`config.mk`:
```
export PLATFORM = sky130hd
export DESIGN_NAME = clocked_serial_read_responder_top
export DESIGN_NICKNAME = d
export VERILOG_FILES = /design/src/design/crsr_pkg.sv /design/src/design/crsr_cfg_regs.sv /design/src/design/crsr_in_stage.sv /design/src/design/crsr_engine.sv /design/src/design/clocked_serial_read_responder_top.sv
export VERILOG_INCLUDE_DIRS = /design/src /design/src/design
export SDC_FILE = /design/constraint.sdc
export NUM_CORES = 1
export LEC_CHECK = 0
export BUFFER_PORTS_ARGS = -buffer_cell sky130_fd_sc_hd__buf_2
export CAP_MARGIN = 20
export CORE_AREA = 2 2 110 112
export DETAILED_ROUTE_END_ITERATION = 12
export DIE_AREA = 0 0 112 114
export GPL_TIMING_DRIVEN = 0
export HOLD_SLACK_MARGIN = 0.12
export PLACE_DENSITY_LB_ADDON = 0.25
export SETUP_SLACK_MARGIN = 0.2
export SYNTH_ARGS = -nofsm -noshare
export SYNTH_HDL_FRONTEND = slang
export SYNTH_SLANG_ARGS = --single-unit
```
`constraint.sdc`:
```
create_clock -name clk -period 10.04 [get_ports clk]
set_input_delay 0.502 -clock clk [delete_from_list [all_inputs] [get_ports clk]]
set_output_delay 0.502 -clock clk [all_outputs]
set_load 0.005 [all_outputs]
```
`src/design/clocked_serial_read_responder_top_assert.svh`:
```
// Assertion macros used by the serial read responder RTL.
`ifndef CLOCKED_SERIAL_READ_RESPONDER_TOP_ASSERT_SVH
`define CLOCKED_SERIAL_READ_RESPONDER_TOP_ASSERT_SVH

`ifndef SYNTH

// Property that must hold at every clock edge outside reset.
`define CRSR_ASSERT(lbl, clk, rst_n, prop) \
  lbl: assert property (@(posedge clk) disable iff (!rst_n) (prop)) \
    else $error("crsr assertion failed");

// Condition that must never be true outside reset.
`define CRSR_NEVER(lbl, clk, rst_n, cond) \
  lbl: assert property (@(posedge clk) disable iff (!rst_n) !(cond)) \
    else $error("crsr forbidden condition seen");

`else

`define CRSR_ASSERT(lbl, clk, rst_n, prop)

`define CRSR_NEVER(lbl, clk, rst_n, cond)

`endif

`endif

```
`src/design/crsr_pkg.sv`:
```
// Package with types, constants and helpers of the serial read responder.
`default_nettype none

package crsr_pkg;

  // Reply length in bits and the width of the bit counter.
  localparam int unsigned REPLY_BITS = 40;
  localparam int unsigned CNT_W      = 6;
  localparam int unsigned FRAME_W    = 16;
  localparam int unsigned CFG_IDX_W  = 8;

  // Configuration register indexes.
  localparam logic [CFG_IDX_W-1:0] CFG_HEADER_MARK  = 8'd0;
  localparam logic [CFG_IDX_W-1:0] CFG_READ_COMMAND = 8'd1;

  // Configuration reset values.
  localparam logic [7:0] HEADER_MARK_RST  = 8'hCC;
  localparam logic [7:0] READ_COMMAND_RST = 8'h01;

  // One request: a bus clock edge with its data bit and the measurement.
  typedef struct packed {
    logic        in_bit;
    logic [31:0] measurement;
  } in_item_t;

  // One result: line level and the replying flag after the edge.
  typedef struct packed {
    logic out_bit;
    logic sending;
  } out_item_t;

  // Current configuration register values.
  typedef struct packed {
    logic [7:0] header_mark;
    logic [7:0] read_command;
  } cfg_t;

  // Engine status seen by the top level.
  typedef struct packed {
    logic             reply_active;
    logic [CNT_W-1:0] bit_count;
  } status_t;

  // Reply word: the measurement bytes followed by their 8-bit sum.
  function automatic logic [REPLY_BITS-1:0] reply_build(input logic [31:0] meas);
    logic [7:0] sum;
    sum = meas[31:24] + meas[23:16] + meas[15:8] + meas[7:0];
    return {meas, sum};
  endfunction

endpackage

`default_nettype wire

```
`src/design/crsr_cfg_regs.sv`:
```
// Configuration registers of the serial read responder.
`default_nettype none

module crsr_cfg_regs
  import crsr_pkg::*;
(
  input  wire logic                 clk,
  input  wire logic                 rst_n,
  input  wire logic                 cfg_valid,
  output logic                      cfg_ready,
  input  wire logic [CFG_IDX_W-1:0] cfg_index,
  input  wire logic [7:0]           cfg_wdata,
  output cfg_t                      cfg
);

  logic [7:0] header_mark_r;
  logic [7:0] read_command_r;

  // Writes are always taken; unknown indexes are dropped.
  assign cfg_ready = 1'b1;

  always_ff @(posedge clk) begin
    if (!rst_n) begin
      header_mark_r  <= HEADER_MARK_RST;
      read_command_r <= READ_COMMAND_RST;
    end else if (cfg_valid) begin
      case (cfg_index)
        CFG_HEADER_MARK:  header_mark_r  <= cfg_wdata;
        CFG_READ_COMMAND: read_command_r <= cfg_wdata;
        default: ;
      endcase
    end
  end

  assign cfg.header_mark  = header_mark_r;
  assign cfg.read_command = read_command_r;

endmodule

`default_nettype wire

```
`src/design/crsr_in_stage.sv`:
```
// Input register stage that holds one request for the engine.
`default_nettype none

module crsr_in_stage
  import crsr_pkg::*;
(
  input  wire logic     clk,
  input  wire logic     rst_n,
  input  wire logic     in_valid,
  output logic          in_stall,
  input  wire in_item_t in_data,
  input  wire logic     take,
  output logic          stg_valid,
  output in_item_t      stg_data
);

  logic     valid_r;
  logic     valid_nxt;
  in_item_t data_r;
  logic     accept;

  // The stage refills in the same cycle that the engine takes its request.
  assign in_stall = valid_r && !take;
  assign accept   = in_valid && !in_stall;

  always_comb begin
    valid_nxt = valid_r;
    if (accept) begin
      valid_nxt = 1'b1;
    end else if (take) begin
      valid_nxt = 1'b0;
    end
  end

  always_ff @(posedge clk) begin
    if (!rst_n) begin
      valid_r <= 1'b0;
    end else begin
      valid_r <= valid_nxt;
    end
  end

  // Payload needs no reset.
  always_ff @(posedge clk) begin
    if (accept) begin
      data_r <= in_data;
    end
  end

  assign stg_valid = valid_r;
  assign stg_data  = data_r;

endmodule

`default_nettype wire

```
`src/design/crsr_engine.sv`:
```
// Frame matching, reply shifting and the result register.
`default_nettype none

module crsr_engine
  import crsr_pkg::*;
(
  input  wire logic     clk,
  input  wire logic     rst_n,
  input  wire cfg_t     cfg,
  input  wire logic     stg_valid,
  input  wire in_item_t stg_data,
  output logic          take,
  output logic          out_valid,
  input  wire logic     out_stall,
  output out_item_t     out_data,
  output status_t       status
);

  logic [FRAME_W-1:0]    frame_r, frame_nxt;
  logic                  active_r, active_nxt;
  logic [CNT_W-1:0]      cnt_r, cnt_nxt;
  logic [REPLY_BITS-1:0] reply_r, reply_nxt;
  logic                  line_r, line_nxt;
  logic                  out_valid_r;
  out_item_t             out_data_r;
  logic [FRAME_W-1:0]    shifted;

  // A request moves on when the result register is empty or being drained.
  assign take = stg_valid && (!out_valid_r || !out_stall);

  // Next state for one bus clock edge.
  always_comb begin
    frame_nxt  = frame_r;
    active_nxt = active_r;
    cnt_nxt    = cnt_r;
    reply_nxt  = reply_r;
    line_nxt   = line_r;
    shifted    = {frame_r[FRAME_W-2:0], stg_data.in_bit};
    if (!active_r) begin
      frame_nxt = shifted;
      if (shifted[15:8] == cfg.header_mark && shifted[7:0] == cfg.read_command) begin
        reply_nxt  = reply_build(stg_data.measurement);
        cnt_nxt    = '0;
        active_nxt = 1'b1;
      end
    end else if (cnt_r < CNT_W'(REPLY_BITS)) begin
      line_nxt  = reply_r[REPLY_BITS-1];
      reply_nxt = {reply_r[REPLY_BITS-2:0], 1'b0};
      cnt_nxt   = cnt_r + 1'b1;
    end else begin
      line_nxt   = 1'b1;
      cnt_nxt    = '0;
      active_nxt = 1'b0;
    end
  end

  // Control state and the result valid flag.
  always_ff @(posedge clk) begin
    if (!rst_n) begin
      frame_r     <= '0;
      active_r    <= 1'b0;
      cnt_r       <= '0;
      line_r      <= 1'b1;
      out_valid_r <= 1'b0;
    end else begin
      if (take) begin
        frame_r  <= frame_nxt;
        active_r <= active_nxt;
        cnt_r    <= cnt_nxt;
        line_r   <= line_nxt;
      end
      if (take) begin
        out_valid_r <= 1'b1;
      end else if (!out_stall) begin
        out_valid_r <= 1'b0;
      end
    end
  end

  // Reply buffer and result payload need no reset.
  always_ff @(posedge clk) begin
    if (take) begin
      reply_r            <= reply_nxt;
      out_data_r.out_bit <= line_nxt;
      out_data_r.sending <= active_nxt;
    end
  end

  assign out_valid           = out_valid_r;
  assign out_data            = out_data_r;
  assign status.reply_active = active_r;
  assign status.bit_count    = cnt_r;

endmodule

`default_nettype wire

```
`src/design/clocked_serial_read_responder_top.sv`:
```
// Top level of the clocked serial read responder.
`default_nettype none

`include "clocked_serial_read_responder_top_assert.svh"

// Slave end of a clocked serial link: each request is one bus clock edge with
// the sampled data bit and the current measurement; each request yields one
// result with the output line level and the replying flag after that edge.
// A 16-bit frame whose upper byte matches header_mark (register 0) and lower
// byte matches read_command (register 1) captures a 40-bit reply, the four
// measurement bytes then their 8-bit sum, sent most significant bit first on
// the following edges, one bit per edge; the edge after the last bit releases
// the line high. A request is taken every cycle unless the output stalls; its
// result goes via the input register, one engine pass and the result register.
module clocked_serial_read_responder_top
  import crsr_pkg::*;
(
  input  wire logic                 clk,
  input  wire logic                 rst_n,
  input  wire logic                 in_valid,
  output logic                      in_stall,
  input  wire in_item_t             in_data,
  output logic                      out_valid,
  input  wire logic                 out_stall,
  output out_item_t                 out_data,
  input  wire logic                 cfg_valid,
  output logic                      cfg_ready,
  input  wire logic [CFG_IDX_W-1:0] cfg_index,
  input  wire logic [7:0]           cfg_wdata
);

  cfg_t     cfg;
  logic     stg_valid;
  in_item_t stg_data;
  logic     take;
  status_t  status;

  // Configuration registers.
  crsr_cfg_regs u_cfg (
    .clk       (clk),
    .rst_n     (rst_n),
    .cfg_valid (cfg_valid),
    .cfg_ready (cfg_ready),
    .cfg_index (cfg_index),
    .cfg_wdata (cfg_wdata),
    .cfg       (cfg)
  );

  // Input register.
  crsr_in_stage u_in (
    .clk       (clk),
    .rst_n     (rst_n),
    .in_valid  (in_valid),
    .in_stall  (in_stall),
    .in_data   (in_data),
    .take      (take),
    .stg_valid (stg_valid),
    .stg_data  (stg_data)
  );

  // Engine with the result register.
  crsr_engine u_eng (
    .clk       (clk),
    .rst_n     (rst_n),
    .cfg       (cfg),
    .stg_valid (stg_valid),
    .stg_data  (stg_data),
    .take      (take),
    .out_valid (out_valid),
    .out_stall (out_stall),
    .out_data  (out_data),
    .status    (status)
  );

  // The bit counter never passes the reply length.
  `CRSR_NEVER(a_cnt_range, clk, rst_n, status.bit_count > CNT_W'(REPLY_BITS))
  // While idle the bit counter rests at zero.
  `CRSR_ASSERT(a_idle_cnt, clk, rst_n, !status.reply_active |-> status.bit_count == '0)
  // A request handed to the engine shows up as a result in the next cycle.
  `CRSR_ASSERT(a_take_out, clk, rst_n, take |=> out_valid)
  // The input side only stalls while the input register is occupied.
  `CRSR_ASSERT(a_stall_full, clk, rst_n, in_stall |-> stg_valid)

endmodule

`default_nettype wire
```
==> results of run 1 <==
power by group:
group	internal [W]	total, W	switching [W]	leakage [nW]
Sequential	0.000530	0.000535	0.00000503	1.03
Clock	0.000356	0.000555	0.000199	0.268
Combinational	0.0000601	0.000135	0.0000749	1.15
worst reg2reg max path: cells and delay by family (launching register included):
kind / cells / cell delay [ps]
buffers and inverters: 3 / 220
adder cells (fa/ha/maj): 4 / 1660
AO/OA/AOI/OAI: 3 / 530
AND/OR/NAND/NOR: 2 / 360
flip-flops: 1 / 320
metrics by stage:
step                area (µm²)  utilization  setup slack [ps]
floorplan                 5124            -              6798
CTS                       6173       0.5271              6700
detailed placement        5628       0.4806              6789
finish                    6173       0.5271              6721
global route              6173       0.5271              6583
global placement          5593       0.4776              5833
cell usage in the layout (no fill, tap or decap), types with 2 or more instances in the layout:
cell type,n
nor2b_1,2
clkinvlp_4,2
clkbuf_1,16
nor4_2,4
bufinv_16,2
fa_1,14
nand4_1,4
edfxtp_1,75
o31a_1,2
o21ai_0,53
nand2_1,52
clkinv_2,6
a21o_1,3
a21oi_1,24
buf_2,57
nand3_1,2
mux2_2,10
inv_1,40
clkinv_1,5
nor2_1,22
and3_1,3
or3_1,2
o21a_1,2
mux2i_1,16
xor2_1,18
clkbuf_16,17
xnor2_1,5
ha_1,8
dfxtp_1,41
cells in the mapped netlist (3+ instances only):
master,instances,area [µm²]
a21oi_1,24,120.1
nor2_1,23,86.33
xor2_1,18,157.7
o21ai_0,53,265.3
edfxtp_1,75,2252
xnor2_1,5,43.79
fa_1,14,280.3
dfxtp_1,41,820.8
mux2i_1,16,160.2
nand4_1,4,25.02
inv_1,40,150.1
nand2_1,52,195.2
ha_1,8,100.1
a21o_1,3,22.52
mux2_2,10,112.6
nor4_2,4,50.05
clkbuf_1,16,60.06
nor2b_1,3,18.77
and3_1,3,18.77
final timing paths:
| kind | end | start | depth (start not counted) |
|---|---|---|---|
| hold reg to reg | u_eng.cnt_r[5] | u_eng.cnt_r[5] | 2 |
| setup reg to reg | u_eng.reply_r[7] | u_in.stg_data[1] | 12 |
| hold / removal | u_in.stg_data[4] | in_data[4] | 1 |
| setup / recovery | u_eng.reply_r[7] | u_in.stg_data[1] | 12 |
per-layer routing:
layer  track usage  wire length, µm  part of all wire
met5             0                0                 0
met4       0.05935               98            0.0098
met3       0.05579              450             0.045
met2        0.2970             5204              0.52
met1        0.1966             4270              0.43
kinds of logic (layout without fill, tap and decap cells):
kind of cell / after synthesis / in the layout / synth area share
flip-flops: 116 / 116 / 0.5998
AND/OR/NAND/NOR: 102 / 102 / 0.09353
XOR/XNOR: 23 / 23 / 0.03932
multiplexers: 26 / 26 / 0.05324
other: 1 / 1 / 0.0007319
adder cells (fa/ha/maj): 22 / 22 / 0.07424
buffers and inverters: 59 / 148 / 0.04395
AO/OA/AOI/OAI: 89 / 89 / 0.09524
state kept, by name (all words and copies together) (netlist names):
| signal | flops |
|---|---|
| u_in.stg_data | 33 |
| u_in.stg_valid | 1 |
| u_cfg.read_command_r | 8 |
| u_eng.out_valid | 1 |
| u_eng.out_data | 2 |
| u_eng.cnt_r | 6 |
| u_cfg.header_mark_r | 8 |
| u_eng.line_r | 1 |
| u_eng.frame_r | 15 |
| u_eng.active_r | 1 |
| u_eng.reply_r | 40 |
cell type report:
class | count | area, µm² | share of cell area
Sequential cell | 116 | 3073 | 0.4978
Multi-Input combinational cell | 263 | 1841 | 0.2981
Clock buffer | 17 | 425.4 | 0.06891
Timing Repair Buffer | 58 | 305.3 | 0.04945
Tap cell | 147 | 183.9 | 0.02979
Inverter | 41 | 153.9 | 0.02493
Clock inverter | 14 | 120.1 | 0.01946
Buffer | 18 | 71.32 | 0.01155
==> impl_metrics.ini, run 1 <==
[detailed_routing]
drc = 0
via_per_inst = 4.938
post_drt_wl_per_cell_um = 14.87
drtPass1Iterations = 4
drt-total-wl_um = 10020
ant_nets = 0
drt_iter0_drc = 171
via_count = 3328

[clocking]
clock_latency_ps = 400
cts-root-buf = clkbuf_16
cts_buffers = 17
cts_hold_buf = 0
postCtsSetupBuffers = 0
h-tree-depth = 4
clock_path_buffers = 2
cts.repair.resized = 0
cts_sinks = 116
path_clk_slew_ps = 50
cts_tree = done

[cells_and_area]
syn2layout_area_growth_pct = 20.49
nets = 591
fillerInstances = 1050
drive_gt1_frac = 0.1973
diodes = 0
stdcell_count = 674

[floorplan]
core_um2 = 11710
die_w_um = 112
die_h_um = 114
ios = 59
num_rows = 40
dieArea_um2 = 12770
start_util = 0.4375

[power]
power_w = 0.001225
p_leak_nw = 2.446
p_per_area_nw_per_um2 = 198.4
peakVddDrop_mv = 0.1623

[timing]
setup_viol = 0
tightest_slew_ps = 933.8
drv_slew = 0
setup_tns_ps = 0
rsz0062_at_grt = no
fin_crit_ps = 3319
maxSlewHeadroom = 0.3762
post-route-period-util = 0.3306
finClkSkew_ps = 9.803
worst_hold_slack_ps = 271.9
hold_viol = 0
max_clock_freq_ghz = 0.3013

[setup_path]
crit_type = flop to flop
crit_family = adder cells
worstPathRequired_ps = 10190
cp_slowest_stage_delay_ps = 540
crit_arrival_ps = 3470
startpoint_type = flop
r2r_slack_ps = 6720
cp_num_buf_inv = 3
crit_path_cell_trace = inv_1, fa_1, inv_1, fa_1, ha_1, inv_1, fa_1, nor2b_1, o31a_1, o21ai_0, and3_1, o31a_1
cp_max_fo = 2
crit_path_end_kind = flop
slowest_stage = fa_1

[grt]
grt_pass1_wl_um = 16480
grt.total_usage = 0.1695
grt_max_degree = 34
grt_overflow = 0
grt_pass1_vias = 3448
grt_antenna_before_repair = 0

[run_status]
status = complete, no violations

[logic_synthesis]
yosysSeqAreaShare = 0.5998
yosysUniqueCellTypes = 41
synth_area_um2 = 5124
postSynthAreaPerCell_um2 = 11.70
synth_seq_cells = 116
synth-async-reset-ratio = 0
synth_ff_type = edfxtp_1
syn-instance-count = 438
yosysWarnings = 0
synth-edff-count = 75
synth.net_count = 514

[placement]
routabilityCongestion = 0.7677
dpl.cell_count = 643
dp_hpwl_um = 7062
io_buffers = 57

[job]
maxCapViolations = 0

[hold_path]
hold_path.class = primary input to flop
(Power assumes the default switching activity.)
==> run 2: changes to the inputs <==
==> constraint.sdc (replaced) <==
create_clock -name clk -period 3.2 [get_ports clk]
set_input_delay 0.16 -clock clk [delete_from_list [all_inputs] [get_ports clk]]
set_output_delay 0.16 -clock clk [all_outputs]
set_load 0.005 [all_outputs]
==> run 2 against run 1 <==
- clock skew fell by 5.6 ps
- maximum frequency grew 10%
- design area increased by 8.0%
- total power rose to 3.2 times the previous value
- largest cell class unchanged
- register-to-register slack worse by 6500 ps
- sequential share of layout area fell by 3.7 points
- setup slack lost 6500 ps
- highest routed layer unchanged
==> impl_metrics.ini, run 2 (synthesis gave the netlist of run 1 again) <==
[clocking]
clock_path_buffers = 2
cts_tree = done
clock_latency_ps = 420
cts_buffers = 17
h-tree-depth = 4
cts_sinks = 116
path_clk_slew_ps = 50
cts-root-buf = clkbuf_16

[setup_path]
worstPathRequired_ps = 3370
cp_slowest_stage_delay_ps = 520
crit_arrival_ps = 3180
crit_type = flop to flop
startpoint_type = flop
cp_max_fo = 2
slowest_stage = fa_1
cp_num_buf_inv = 3
r2r_slack_ps = 190
crit_family = adder cells
crit_path_end_kind = flop
crit_path_cell_trace = inv_2, fa_1, inv_1, fa_1, ha_2, inv_2, fa_2, nor2b_2, o31a_1, o21ai_2, and3_1, o31a_1

[detailed_routing]
post_drt_wl_per_cell_um = 14.88
drc = 0
via_per_inst = 4.887
via_count = 3538
drt_iter0_drc = 173
ant_nets = 0
drtPass1Iterations = 4
drt-total-wl_um = 10770

[timing]
tightest_slew_ps = 894.7
fin_ws_ps = 185.4
post-route-period-util = 0.9421
maxSlewHeadroom = 0.4022
max_clock_freq_ghz = 0.3317
hold_viol = 0
fin_crit_ps = 3015
drv_slew = 0
rsz0062_at_grt = yes
setup_viol = 0
finClkSkew_ps = 4.214

[cells_and_area]
largest_reg_flops = 40
syn2layout_area_growth_pct = 30.09
fin_util = 0.5691
largest_register = u_eng.reply_r
diodes = 0
final_common_cell = edfxtp_1
drive_gt1_frac = 0.2080
mostFrequentLayoutCells = edfxtp_1, buf_2, o21ai_0, nand2_1, dlygate4sd3_1
multi_input_area_um2 = 1852
fillerInstances = 996
nets = 640
seqCellArea_um2 = 3073
finalInstanceArea_um2 = 6665

[placement]
routabilityCongestion = 0.7826
io_buffers = 57
pre_cts_slack_ps = -1.458
placed_cell_area_um2 = 5630
dp_hpwl_um = 7150

[grt]
grt_overflow = 0
grt_antenna_before_repair = 0
grt_max_degree = 34
grt_pass1_wl_um = 17170
grt_pass1_vias = 3655
grt.total_usage = 0.1775

[run_status]
status = complete, no violations

[power]
p_leak_nw = 2.669
power_w = 0.003907
peakVddDrop_mv = 0.3846
p_per_area_nw_per_um2 = 586.2

[hold_path]
hold_path.class = primary input to flop

[floorplan]
core_um2 = 11710
dieArea_um2 = 12770
ios = 59
die_h_um = 114
num_rows = 40
start_util = 0.4375
die_w_um = 112

[job]
maxCapViolations = 0
run 2: cell count changes in the layout (fill, tap and decap cells not counted), moves of 3 or more:
cell,change
inv_2,+3
clkbuf_8,+3
buf_4,+5
dlygate4sd3_1,+44
inv_1,-3
clkinv_1,-4
run 2: repair_timing:
action                                  CTS  global route
endpoints found under the hold margin    52             0
endpoints found under the setup margin    1             2
setup buffers                             4             1
pin swaps                                 7             3
hold buffers                             44             0
gates resized for setup                   6             1
run 2: tightest hold or removal path, stage by stage:
cell and delay (ps):
buf_2 100, nor2_2 110, mux2i_1 140, nand2_1 50
run 2: final cells by class:
type | instances | area share
Sequential cell | 116 | 0.4610
Buffer | 18 | 0.01070
Tap cell | 147 | 0.02760
Clock inverter | 10 | 0.007884
Timing Repair Buffer | 107 | 0.1175
Clock buffer | 22 | 0.07434
Multi-Input combinational cell | 263 | 0.2778
Inverter | 41 | 0.02309
run 2: final timing paths:
check        depth (start not counted)                      to         startpoint
max                                 12        u_eng.reply_r[7]  u_in.stg_data[17]
min                                  4  u_cfg.header_mark_r[6]       cfg_index[0]
max reg2reg                         12        u_eng.reply_r[7]  u_in.stg_data[17]
min reg2reg                          2          u_eng.cnt_r[5]     u_eng.cnt_r[5]
run 2: per-layer routing:
| layer | global-route usage | wire [µm] |
|---|---|---|
| met1 | 0.1943 | 4574 |
| met3 | 0.04888 | 401 |
| met5 | 0 | 0 |
| met2 | 0.3257 | 5556 |
| met4 | 0.07398 | 238 |
run 2: power by group:
group | leakage [nW] | internal (W) | switching [W]
clock network | 0.285 | 0.00108 | 0.000647
logic | 1.35 | 0.000246 | 0.000253
registers | 1.03 | 0.00166 | 0.0000166
total | 2.67 | 0.00299 | 0.000917
run 2: metrics by stage:
step | hold slack, ps | instances | setup TNS, ps
floorplan | 258.9 | 438 | 0
global placement | 336.2 | 642 | -3404
detailed placement | 338.1 | 643 | -1.458
CTS | 168.1 | 723 | 0
global route | 211.2 | 724 | 0
finish | 185.9 | 724 | 0
